$ cat src/rtl/slt_pkg.sv
`timescale 1ns / 1ps
// ----------------------------------------------------------------------------
// slt_pkg
// Shared types and codes for the sorted list table: command codes, result
// status codes, controller states, index and read-address selects and the
// control/status bundles between the controller and the datapath.
// ----------------------------------------------------------------------------
package slt_pkg;

  // Command codes on the operation field (code 3 behaves as a find)
  typedef enum logic [1:0] {
    OP_INSERT = 2'd0,
    OP_DELETE = 2'd1,
    OP_FIND   = 2'd2
  } op_t;

  // Result status codes
  typedef enum logic [1:0] {
    ST_DONE     = 2'd0,
    ST_FULL     = 2'd1,
    ST_NOTFOUND = 2'd2,
    ST_EMPTY    = 2'd3
  } res_t;

  // Controller states
  typedef enum logic [3:0] {
    S_IDLE,
    S_INS_RD,
    S_INS_CMP,
    S_INS_WR,
    S_FIND_RD,
    S_FIND_CMP,
    S_DEL_RD,
    S_DEL_MOVE,
    S_RESULT
  } state_t;

  // Index register update
  typedef enum logic [2:0] {
    IDX_HOLD,
    IDX_ZERO,
    IDX_COUNT,
    IDX_INC,
    IDX_DEC
  } idx_op_t;

  // Table read address relative to the index register
  typedef enum logic [1:0] {
    RD_BELOW,
    RD_AT,
    RD_ABOVE
  } rd_mode_t;

  // Controller to datapath
  typedef struct packed {
    logic     load;       // capture the incoming transaction
    idx_op_t  idx_op;
    logic     rd_en;
    rd_mode_t rd_mode;
    logic     wr_en;      // write table at index
    logic     wr_value;   // 1: write captured value, 0: write read data
    logic     count_inc;
    logic     count_dec;
    logic     res_set;
    res_t     res_code;
    logic     out_load;
  } slt_cmd_t;

  // Datapath to controller
  typedef struct packed {
    logic full;
    logic empty;
    logic idx_zero;
    logic idx_at_count;
    logic next_at_count;
    logic rdata_ge;
    logic rdata_eq;
    logic is_delete;
    logic out_free;
  } slt_stat_t;

endpackage

$ cat src/rtl/slt_ctrl.sv
`timescale 1ns / 1ps
// ----------------------------------------------------------------------------
// slt_ctrl
// Sequencer for the sorted list table: decodes each transaction, walks the
// table one entry at a time and hands the result to the output register.
// ----------------------------------------------------------------------------
module slt_ctrl import slt_pkg::*; (
  input  logic      clk,
  input  logic      rst,
  input  logic      in_valid,
  output logic      in_stall,
  input  logic [1:0] operation,
  input  slt_stat_t st,
  output slt_cmd_t  cmd
);

  state_t state, state_next;

  // State register
  always_ff @(posedge clk) begin
    if (rst) begin
      state <= S_IDLE;
    end else begin
      state <= state_next;
    end
  end

  assign in_stall = (state != S_IDLE);

  // Next state and commands
  always_comb begin
    state_next    = state;
    cmd           = '0;
    cmd.idx_op    = IDX_HOLD;
    cmd.rd_mode   = RD_AT;
    cmd.res_code  = ST_DONE;

    case (state)
      S_IDLE: begin
        if (in_valid) begin
          cmd.load = 1'b1;
          case (operation)
            OP_INSERT: begin
              if (st.full) begin
                cmd.res_set  = 1'b1;
                cmd.res_code = ST_FULL;
                state_next   = S_RESULT;
              end else begin
                cmd.idx_op = IDX_COUNT;
                state_next = S_INS_RD;
              end
            end
            OP_DELETE: begin
              if (st.empty) begin
                cmd.res_set  = 1'b1;
                cmd.res_code = ST_EMPTY;
                state_next   = S_RESULT;
              end else begin
                cmd.idx_op = IDX_ZERO;
                state_next = S_FIND_RD;
              end
            end
            default: begin
              cmd.idx_op = IDX_ZERO;
              state_next = S_FIND_RD;
            end
          endcase
        end
      end

      // Insert: walk down from the top, moving larger-or-equal entries up
      S_INS_RD: begin
        if (st.idx_zero) begin
          state_next = S_INS_WR;
        end else begin
          cmd.rd_en   = 1'b1;
          cmd.rd_mode = RD_BELOW;
          state_next  = S_INS_CMP;
        end
      end

      S_INS_CMP: begin
        if (st.rdata_ge) begin
          cmd.wr_en  = 1'b1;
          cmd.idx_op = IDX_DEC;
          state_next = S_INS_RD;
        end else begin
          state_next = S_INS_WR;
        end
      end

      S_INS_WR: begin
        cmd.wr_en     = 1'b1;
        cmd.wr_value  = 1'b1;
        cmd.count_inc = 1'b1;
        cmd.res_set   = 1'b1;
        cmd.res_code  = ST_DONE;
        state_next    = S_RESULT;
      end

      // Find and delete: scan upwards for the first equal entry
      S_FIND_RD: begin
        if (st.idx_at_count) begin
          cmd.res_set  = 1'b1;
          cmd.res_code = ST_NOTFOUND;
          state_next   = S_RESULT;
        end else begin
          cmd.rd_en   = 1'b1;
          cmd.rd_mode = RD_AT;
          state_next  = S_FIND_CMP;
        end
      end

      S_FIND_CMP: begin
        if (st.rdata_eq) begin
          cmd.res_set  = 1'b1;
          cmd.res_code = ST_DONE;
          state_next   = st.is_delete ? S_DEL_RD : S_RESULT;
        end else begin
          cmd.idx_op = IDX_INC;
          state_next = S_FIND_RD;
        end
      end

      // Delete: close the gap by moving later entries down one place
      S_DEL_RD: begin
        if (st.next_at_count) begin
          cmd.count_dec = 1'b1;
          state_next    = S_RESULT;
        end else begin
          cmd.rd_en   = 1'b1;
          cmd.rd_mode = RD_ABOVE;
          state_next  = S_DEL_MOVE;
        end
      end

      S_DEL_MOVE: begin
        cmd.wr_en  = 1'b1;
        cmd.idx_op = IDX_INC;
        state_next = S_DEL_RD;
      end

      // Wait for the output register to take the result
      S_RESULT: begin
        if (st.out_free) begin
          cmd.out_load = 1'b1;
          state_next   = S_IDLE;
        end
      end

      default: begin
        state_next = S_IDLE;
      end
    endcase
  end

endmodule

$ cat src/rtl/slt_datapath.sv
`timescale 1ns / 1ps
// ----------------------------------------------------------------------------
// slt_datapath
// Entry table, index and count registers, comparators, result holding
// registers and the output register of the sorted list table.
// ----------------------------------------------------------------------------
module slt_datapath import slt_pkg::*; #(
  parameter int CAPACITY = 16
) (
  input  logic       clk,
  input  logic       rst,
  input  slt_cmd_t   cmd,
  output slt_stat_t  st,
  input  logic [1:0] operation,
  input  logic [7:0] value,
  output logic       out_valid,
  input  logic       out_stall,
  output logic [1:0] status,
  output logic [4:0] position,
  output logic [4:0] entry_count,
  output logic [7:0] result_value
);

  localparam int AW = (CAPACITY > 1) ? $clog2(CAPACITY) : 1;
  localparam int CW = $clog2(CAPACITY + 1);
  localparam int PW = (CW > 5) ? CW : 5;

  logic [7:0]    mem [CAPACITY];
  logic [7:0]    rdata;
  logic [7:0]    val_q;
  logic          del_q;
  logic [CW-1:0] idx;
  logic [CW-1:0] count;
  logic [CW-1:0] rd_idx;
  logic [CW:0]   idx_plus;
  res_t          res_status;
  logic [CW-1:0] res_pos;
  logic [7:0]    res_value;
  logic [PW-1:0] pos_ext;
  logic [PW-1:0] cnt_ext;

  // Read address relative to the index
  always_comb begin
    case (cmd.rd_mode)
      RD_BELOW: rd_idx = idx - CW'(1);
      RD_ABOVE: rd_idx = idx + CW'(1);
      default:  rd_idx = idx;
    endcase
  end

  // Entry table: one write and one registered read a cycle
  always_ff @(posedge clk) begin
    if (cmd.wr_en) begin
      mem[idx[AW-1:0]] <= cmd.wr_value ? val_q : rdata;
    end
    if (cmd.rd_en) begin
      rdata <= mem[rd_idx[AW-1:0]];
    end
  end

  // Captured transaction
  always_ff @(posedge clk) begin
    if (cmd.load) begin
      val_q <= value;
      del_q <= (operation == OP_DELETE);
    end
  end

  // Index register
  always_ff @(posedge clk) begin
    case (cmd.idx_op)
      IDX_ZERO:  idx <= '0;
      IDX_COUNT: idx <= count;
      IDX_INC:   idx <= idx + CW'(1);
      IDX_DEC:   idx <= idx - CW'(1);
      default:   idx <= idx;
    endcase
  end

  // Entry count
  always_ff @(posedge clk) begin
    if (rst) begin
      count <= '0;
    end else if (cmd.count_inc) begin
      count <= count + CW'(1);
    end else if (cmd.count_dec) begin
      count <= count - CW'(1);
    end
  end

  // Result holding registers
  always_ff @(posedge clk) begin
    if (cmd.res_set) begin
      res_status <= cmd.res_code;
      res_pos    <= (cmd.res_code == ST_DONE) ? idx : '0;
      res_value  <= (cmd.res_code == ST_DONE) ? val_q : 8'd0;
    end
  end

  // Output register
  always_ff @(posedge clk) begin
    if (rst) begin
      out_valid <= 1'b0;
    end else if (cmd.out_load) begin
      out_valid <= 1'b1;
    end else if (!out_stall) begin
      out_valid <= 1'b0;
    end
  end

  always_ff @(posedge clk) begin
    if (cmd.out_load) begin
      status       <= res_status;
      pos_ext      <= PW'(res_pos);
      cnt_ext      <= PW'(count);
      result_value <= res_value;
    end
  end

  assign position    = pos_ext[4:0];
  assign entry_count = cnt_ext[4:0];

  // Status back to the controller
  assign idx_plus         = {1'b0, idx} + (CW+1)'(1);
  assign st.full          = (count == CW'(CAPACITY));
  assign st.empty         = (count == '0);
  assign st.idx_zero      = (idx == '0);
  assign st.idx_at_count  = (idx >= count);
  assign st.next_at_count = (idx_plus >= {1'b0, count});
  assign st.rdata_ge      = (rdata >= val_q);
  assign st.rdata_eq      = (rdata == val_q);
  assign st.is_delete     = del_q;
  assign st.out_free      = !out_valid || !out_stall;

endmodule

$ cat src/rtl/sorted_list_table.sv
`timescale 1ns / 1ps
// ----------------------------------------------------------------------------
// sorted_list_table
// Bounded table of byte values kept in ascending order, with insert, delete
// and find commands, each giving one result transaction.
// ----------------------------------------------------------------------------
// One transaction is worked at a time. The table sits in a single-port-style
// memory (one write and one registered read per cycle), so the sequencer
// visits one entry at a time, with a read state and then a compare or move
// state for each. An insert walks down from the top, moving each entry that
// is larger or equal up one place, and then writes the new value. A find
// scans upwards from the bottom until it meets an equal entry or reaches the
// count, and a delete then closes the gap by moving each later entry down. A
// full-table insert or an empty-table delete goes straight to the result. A
// stalled output register holds the sequencer in its result state until the
// result is handed over. A new command is taken as soon as the sequencer is
// idle, even while the previous result still waits in the output register.
// No clearing pass is needed after reset.
module sorted_list_table import slt_pkg::*; #(
  parameter int CAPACITY = 16
) (
  input  logic       clk,
  input  logic       rst,
  input  logic       in_valid,
  output logic       in_stall,
  input  logic [1:0] operation,
  input  logic [7:0] value,
  output logic       out_valid,
  input  logic       out_stall,
  output logic [1:0] status,
  output logic [4:0] position,
  output logic [4:0] entry_count,
  output logic [7:0] result_value
);

  slt_cmd_t  cmd;
  slt_stat_t st;

  // Sequencer
  slt_ctrl u_ctrl (
    .clk       (clk),
    .rst       (rst),
    .in_valid  (in_valid),
    .in_stall  (in_stall),
    .operation (operation),
    .st        (st),
    .cmd       (cmd)
  );

  // Table and result path
  slt_datapath #(
    .CAPACITY (CAPACITY)
  ) u_datapath (
    .clk          (clk),
    .rst          (rst),
    .cmd          (cmd),
    .st           (st),
    .operation    (operation),
    .value        (value),
    .out_valid    (out_valid),
    .out_stall    (out_stall),
    .status       (status),
    .position     (position),
    .entry_count  (entry_count),
    .result_value (result_value)
  );

endmodule
$ cat config.mk
export PLATFORM = sky130hd
export DESIGN_NAME = sorted_list_table
export DESIGN_NICKNAME = d
export VERILOG_FILES = /design/src/rtl/slt_pkg.sv /design/src/rtl/slt_ctrl.sv /design/src/rtl/slt_datapath.sv /design/src/rtl/sorted_list_table.sv
export SDC_FILE = /design/constraint.sdc
export NUM_CORES = 1
export LEC_CHECK = 0
export ABC_AREA = 0
export BUFFER_PORTS_ARGS = -buffer_cell sky130_fd_sc_hd__buf_2
export CORE_AREA = 5 5 164 166
export CTS_CLUSTER_SIZE = 8
export DETAILED_ROUTE_END_ITERATION = 12
export DIE_AREA = 0 0 169 171
export HOLD_SLACK_MARGIN = 0.03
export PLACE_DENSITY = 0.61
export SLEW_MARGIN = 20
export SYNTH_ARGS = -nofsm -noshare
export SYNTH_HDL_FRONTEND = slang
export SYNTH_SLANG_ARGS = --single-unit
export TNS_END_PERCENT = 100
$ cat constraint.sdc
create_clock -name clk -period 3.8 [get_ports clk]
set_input_delay 0.76 -clock clk [delete_from_list [all_inputs] [get_ports clk]]
set_output_delay 0.76 -clock clk [all_outputs]
set_load 0.05 [all_outputs]
==> summary.txt, run 1 <==
Logic synthesis
  – Mapped Area: between 8000 and 9000 um^2
  – Mapped Avg Cell Area: ~13 um^2
  – Asr flop ratio synth: 0
  – Syn_nets: roughly 730
  – Post-synth EDFFs: about 190
  – Fraction of the yosys area taken by sequential cells: 0.662
  – Warning count from the yosys run: 0
  – Top FF cell, synth: edfxtp_1
  – Yosys cell types: 57
  – Synthesized flop and latch total: a little under 200
  – Cells after Synth: between 600 and 700

Timing
  – F_max: roughly 290 MHz
  – Setup TNS: 0 ns
  – Slew @ Worst Pin: 0.887 ns
  – RSZ-0062 raised after global routing: no
  – Endpoints failing hold: 0
  – Layout Skew: 0.0100 ns
  – Hold Worst Slack: between 0.4 and 0.5 ns
  – Final max-slew violation count: 0
  – Final setup margin: approximately 0.36 ns
  – Final setup vio count: 0
  – Final worst path period share: 0.906
  – Final min period: ~3.4 ns
  – Relative slew slack: 0.408

Critical path
  – Cells along the critical path: ha_1 > xor2_1 > ha_1 > a21o_1 > and2_1 > nor4_2 > or3_1 > and2_1 > buf_4 > a21oi_1 > a32o_1 > a221oi_1
  – Crit end category: register
  – Crit path required time: roughly 4 ns
  – CP peak stage delay: 0.47 ns
  – Setup Crit Path Kind: register to register
  – Critical path peak fanout: 32
  – Path depth of the worst reg2reg path: 12
  – Startpoint Class: register
  – Crit path depth: 12
  – Reg2Reg Setup Slack: around 0.36 ns
  – Family with the most delay on the worst path: simple AND/OR/NAND/NOR gates
  – Worst endpoint data arrival time: between 3 and 4 ns
  – CP bufs+invs: 1
  – Slowest-stage cell, CP: edfxtp_1

Clock network
  – Clock Latency Late Sink: roughly 0.43 ns
  – Inserted Clock Buffers: 17
  – Worst-path clk slew: about 0.070 ns
  – Root Buffer: clkbuf_16
  – CTS tree: yes
  – TritonCTS Sinks: about 200
  – Clk buf depth: 2
  – # H-tree levels: 4

Detailed routing
  – Total Wirelength: between 15000 and 20000 um
  – DRT iter0 DRCs: between 500 and 600
  – First-pass iteration count of the detailed router: 5
  – Drt wl/cell: around 18 um
  – Vias: between 5000 and 6000
  – Via-per-instance ratio: about 5.3
  – ANT nets after route: 0
  – Remaining DRCs: 0

Status
  – Status: finished, final reports clean

Floorplanning
  – Std-Cell Rows: 59
  – Initial Util: 0.341
  – Die extent in x: roughly 170 um
  – Die Y: roughly 170 um
  – Io pins: 36
  – Core box area: ~25000 um^2
  – Die area: 28900 um^2

Cells and area
  – Post-route cell area: 9990 um^2
  – Layout cells sized above 1: 0.150
  – Commonest non-fill, non-tap cell in the layout: edfxtp_1
  – Synth-to-layout area growth: 15.0%
  – Multi-input combinational cell area: roughly 2700 um^2
  – FF/Latch Area: roughly 5800 um^2
  – Non-Filler Instances: 1084
  – Diodes inserted: 0
  – Nets@finish: 777
  – FILL cells: 2352
  – Most frequent cells in the layout: edfxtp_1, nand2_1, nand4_1
  – Final core occ: 0.392

Placed design
  – Dpl hpwl: about 13000 um
  – Dpl cells: between 1000 and 1500
  – Dpl ws: 0.164 ns
  – Gpl congestion: ~0.85
  – Post-placement cell area: 9400 um^2
  – PortBufs: 35

Run
  – Max-cap violations: 0

Power and ir drop
  – Lkg Pwr: around 3.5 nW
  – Tot Pwr: roughly 5.3 mW
  – Pwr/cell area: 529 nW/um^2
  – Maximum vdd drop: ~0.35 mV

Global route
  – Initial antenna violation count: 0
  – Vias in the first global route: around 5500
  – Global route total overflow: 0
  – GRT Total Usage: 0.136
  – Global-route wire length before repair: 30700 um
  – Pin count of the biggest net entering global routing: 33

Hold path
  – Min-Delay Path Class: register to register
  – Hold path depth: 0
## state kept, by name, summed over array words and instances (netlist names)
signal	count
u_datapath.mem	128
u_datapath.rdata	8
u_datapath.res_value	8
u_datapath.result_value	8
u_datapath.val_q	8
u_datapath.count	5
u_datapath.entry_count	5
u_datapath.idx	5
u_datapath.position	5
u_datapath.res_pos	5
u_ctrl.state	4
u_datapath.res_status	2
u_datapath.status	2
u_datapath.del_q	1
u_datapath.out_valid	1
## cells in the mapped netlist, types with 2 or more instances
cell type	number	share of area
clkbuf_1	26	0.011
nand4_1	42	0.030
nor3_1	15	0.0086
o21a_1	2	0.0017
inv_1	22	0.0095
a32o_1	16	0.018
a21boi_0	2	0.0017
ha_1	26	0.037
o21ai_0	48	0.028
a31oi_1	2	0.0014
a221oi_1	8	0.0081
and3_1	2	0.0014
and2_1	26	0.019
buf_1	2	0.00086
a211oi_1	3	0.0026
nor3b_1	3	0.0026
a22oi_1	4	0.0035
edfxtp_1	185	0.64
o31ai_1	3	0.0026
a21oi_1	31	0.018
a21o_1	11	0.0095
buf_6	4	0.0052
nor2_1	22	0.0095
or3_1	4	0.0029
nand2_1	77	0.033
nand3_1	41	0.024
nor2b_1	2	0.0014
dfxtp_1	10	0.023
buf_2	2	0.0012
nand2b_1	3	0.0022
o211ai_1	2	0.0017
nor4_1	2	0.0014
xnor2_1	6	0.0060
xor2_1	7	0.0071
## worst paths after layout
check,to,start
worst max-delay path,u_datapath.rdata[1]$_DFFE_PP_,u_datapath.idx[1]$_DFFE_PP_
worst min-delay path,u_datapath.result_value[4]$_DFFE_PP_,u_datapath.res_value[4]$_SDFFCE_PP0P_
worst max register to register,u_datapath.rdata[1]$_DFFE_PP_,u_datapath.idx[1]$_DFFE_PP_
worst min register to register,u_datapath.result_value[4]$_DFFE_PP_,u_datapath.res_value[4]$_SDFFCE_PP0P_
## layout make-up
class / instances / area share
clock inverter: 14 / 0.0118
multi-input combinational: 432 / 0.275
tap: 335 / 0.0419
sequential: 195 / 0.576
clock buffer: 18 / 0.0429
inverter: 23 / 0.00864
timing repair buffer: 67 / 0.0441
## worst reg2reg max path: stages (launching register included)
cell	delay, ns
edfxtp_1	0.47
ha_1	0.25
xor2_1	0.20
ha_1	0.29
a21o_1	0.20
and2_1	0.19
nor4_2	0.39
or3_1	0.20
and2_1	0.13
buf_4	0.32
a21oi_1	0.09
a32o_1	0.26
a221oi_1	0.28
## per-layer routing
metal | wire length, um | track usage | vias to the layer above
met5 | 0 | 0 | -
met4 | 296 | 0.0413 | 0
met3 | 1220 | 0.0321 | 26
met2 | 9330 | 0.221 | 174
met1 | 8590 | 0.182 | 2817
li1 | - | - | 2725
## power by group
group	switching [mW]	internal [mW]	leakage, nW
sequential	0.0584	2.52	1.76
combinational	0.683	0.356	1.44
clock	0.818	0.857	0.260
total	1.56	3.73	3.46
## what timing repair did
item | in CTS | in global routing
buffers inserted | 0 | 1
resized for setup | 0 | 3
hold buffers | 0 | 0
endpoints found under the setup margin | 0 | 8
## kinds of logic after synthesis
family          after synthesis  share of synthesized area
compound gates              144                      0.110
flops                       195                      0.662
fa+ha+maj                    27                     0.0397
xor+xnor                     13                     0.0131
simple gates                247                      0.146
mux                           1                    0.00115
buf+inv                      57                     0.0283
Note: power is estimated with default switching activity, not from simulation.
==> run 2, diff against run 1 <==
--- a/config.mk
+++ b/config.mk
@@ -7,12 +7,12 @@
 export LEC_CHECK = 0
 export ABC_AREA = 0
 export BUFFER_PORTS_ARGS = -buffer_cell sky130_fd_sc_hd__buf_2
-export CORE_AREA = 5 5 164 166
+export CORE_AREA = 5 5 131 133
 export CTS_CLUSTER_SIZE = 8
 export DETAILED_ROUTE_END_ITERATION = 12
-export DIE_AREA = 0 0 169 171
+export DIE_AREA = 0 0 136 138
 export HOLD_SLACK_MARGIN = 0.03
-export PLACE_DENSITY = 0.61
+export PLACE_DENSITY = 0.84
 export SLEW_MARGIN = 20
 export SYNTH_ARGS = -nofsm -noshare
 export SYNTH_HDL_FRONTEND = slang
==> run 2 against run 1 <==
  * Power increased by 2.6%
  * Maximum frequency decreased by 5.0%
  * Register-to-register slack got worse by 0.18 ns
  * Non-clock buffer count decreased by 4
  * Sequential cell count unchanged
  * Routed wire length increased by 4.4%
  * Sequential power about the same
  * Die area decreased by 35%
  * Critical path type unchanged
  * Largest power group unchanged
==> summary.txt, run 2 (synthesis results as in run 1) <==
Hold path
  – Hold Path Origin: u_datapath.res_pos[3]$_SDFFCE_PP0P_
  – Worst Hold End: u_datapath.position[3]$_DFFE_PP_
  – Min-Delay Path Class: register to register
  – Hold path depth: 0

Power and ir drop
  – Gate power share: 0.199
  – Sequential share of power: 0.474
  – Clock power share: 0.327
  – Sw frac: 0.299
  – Pwr/cell area: ~550 nW/um^2
  – Net Switching: between 1.5 and 2 mW
  – Tot Pwr: approximately 5.4 mW
  – Pint: between 3 and 4 mW
  – Maximum vdd drop: 0.348 mV
  – Lkg Pwr: around 3.5 nW

Timing
  – Slew @ Worst Pin: roughly 0.73 ns
  – Hold Worst Slack: between 0.4 and 0.5 ns
  – F_max: 276 MHz
  – Relative slew slack: 0.514
  – Final setup vio count: 0
  – Setup TNS: 0 ns
  – Final max-slew violation count: 0
  – Final min period: approximately 3.6 ns
  – Layout Skew: a little under 0.008 ns
  – Final worst path period share: 0.954
  – Endpoints failing hold: 0

Cells and area
  – Most frequent cells in the layout: edfxtp_1, nand2_1, o21ai_0
  – Diodes inserted: 0
  – Non-Filler Instances: 962
  – Synth-to-layout area growth: 13.9%
  – Post-route cell area: about 10000 um^2
  – Nets@finish: 774
  – Largest register FFs: 128
  – Layout cells sized above 1: 0.149
  – Commonest non-fill, non-tap cell in the layout: edfxtp_1

Critical path
  – Slowest-stage cell, CP: edfxtp_1
  – Critical path peak fanout: 32
  – Crit end category: register
  – Startpoint Class: register
  – Family with the most delay on the worst path: compound AO/OA/AOI/OAI gates
  – R2r endpoint: u_datapath.rdata[0]$_DFFE_PP_
  – Cells along the critical path: buf_4 > inv_1 > ha_1 > ha_1 > a31oi_2 > o21ai_2 > o31ai_4 > buf_4 > nor2_2 > buf_12 > nand2_1 > a32o_1 > a221oi_1
  – CP bufs+invs: 4
  – Path depth of the worst reg2reg path: 13
  – Reg2Reg Setup Slack: roughly 0.17 ns
  – Startpoint of the worst register-to-register path: u_datapath.idx[1]$_DFFE_PP_
  – Crit path required time: between 4 and 5 ns
  – CP peak stage delay: 0.40 ns
  – Worst endpoint data arrival time: 3.87 ns
  – Setup Crit Path Kind: register to register

Floorplanning
  – Die area: 18800 um^2
  – Std-Cell Rows: between 40 and 50
  – Initial Util: 0.553
  – Core box area: approximately 16000 um^2
  – Io pins: 36
  – Die extent in x: ~140 um
  – Die Y: around 140 um

Detailed routing
  – Via-per-instance ratio: ~6.3
  – DRT iter0 DRCs: ~1000
  – Vias: 6052
  – Total Wirelength: between 20000 and 25000 um
  – First-pass iteration count of the detailed router: 8
  – Remaining DRCs: 0
  – ANT nets after route: 0
  – Drt wl/cell: roughly 21 um

Clock network
  – Root Buffer: clkbuf_16
  – Inserted Clock Buffers: 17
  – CTS tree: yes
  – Hold Buf Count CTS: 0
  – TritonCTS Sinks: a little under 200
  – Clk buf depth: 2
  – Worst-path clk slew: 0.07 ns
  – Clock Latency Late Sink: approximately 0.44 ns
  – # H-tree levels: 4

Global route
  – Global-route wire length before repair: about 31000 um
  – Pin count of the biggest net entering global routing: 33
  – Global route total overflow: 0
  – Vias in the first global route: a little under 6000
  – Initial antenna violation count: 0
  – GRT Total Usage: 0.213

Placed design
  – Gpl congestion: between 0.9 and 1
  – PortBufs: 35
  – Dpl hpwl: approximately 13000 um
  – Dpl cells: around 930
  – Post-placement cell area: 9200 um^2

Status
  – Status: finished, final reports clean

Run
  – Max-cap violations: 0
==> run 2: area by class of cell <==
cell class | count | area [um^2]
Multi-Input combinational cell | 433 | 2770
Sequential cell | 195 | 5760
Timing Repair Buffer | 63 | 422
Tap cell | 216 | 270
Clock inverter | 15 | 171
Clock buffer | 17 | 425
Fill cell | 1086 | 5810
Inverter | 23 | 86.3
==> run 2: power by group through the flow <==
stage | Sequential (mW) | Combinational (mW) | Clock [mW]
2_1_floorplan | 2.65 | 0.662 | 0
3_3_place_gp | 2.61 | 0.960 | 0
3_5_place_dp | 2.62 | 1.00 | 0
4_1_cts | 2.57 | 1.02 | 1.78
5_1_grt | 2.58 | 1.17 | 1.90
6_report | 2.57 | 1.08 | 1.77
==> run 2: repair_timing <==
action | 4_1_cts | 5_1_grt
resized for setup | 1 | 10
endpoints found under the setup margin | 8 | 8
cloned | 0 | 1
pin swaps | 1 | 1
setup buffers | 1 | 2
==> run 2: stage by stage <==
stage	setup WS, ns	utilization
2_1_floorplan	0.379	-
3_5_place_dp	-0.0508	0.585
5_1_grt	-0.0427	0.630
4_1_cts	0.0463	0.625
6_report	0.174	0.630
3_3_place_gp	0.201	0.585
==> run 2: worst max path at each step <==
stage	to	from	slack, ns	depth (start not counted)
finish	u_datapath.rdata[0]$_DFFE_PP_	u_datapath.idx[1]$_DFFE_PP_	0.17	13
global route	u_datapath.rdata[2]$_DFFE_PP_	u_datapath.idx[1]$_DFFE_PP_	-0.04	13
CTS	u_datapath.rdata[2]$_DFFE_PP_	u_datapath.idx[1]$_DFFE_PP_	0.05	13
detailed placement	u_datapath.rdata[2]$_DFFE_PP_	u_datapath.idx[1]$_DFFE_PP_	-0.05	13
global placement	u_datapath.rdata[1]$_DFFE_PP_	u_datapath.idx[0]$_DFFE_PP_	0.20	12
floorplan	u_datapath.rdata[6]$_DFFE_PP_	u_datapath.idx[0]$_DFFE_PP_	0.38	12
==> run 2: routing by layer <==
| layer | share of wire | GRT usage |
|---|---|---|
| met3 | 0.086 | 0.0515 |
| met1 | 0.39 | 0.287 |
| met2 | 0.49 | 0.336 |
| met4 | 0.034 | 0.0833 |
| met5 | 0 | 0 |
==> run 2: worst register-to-register path, stage by stage, from the launching register on <==
cell,delay (ns)
edfxtp_1,0.40
buf_4,0.18
inv_1,0.14
ha_1,0.39
ha_1,0.39
a31oi_2,0.13
o21ai_2,0.37
o31ai_4,0.19
buf_4,0.18
nor2_2,0.16
buf_12,0.20
nand2_1,0.09
a32o_1,0.29
a221oi_1,0.32
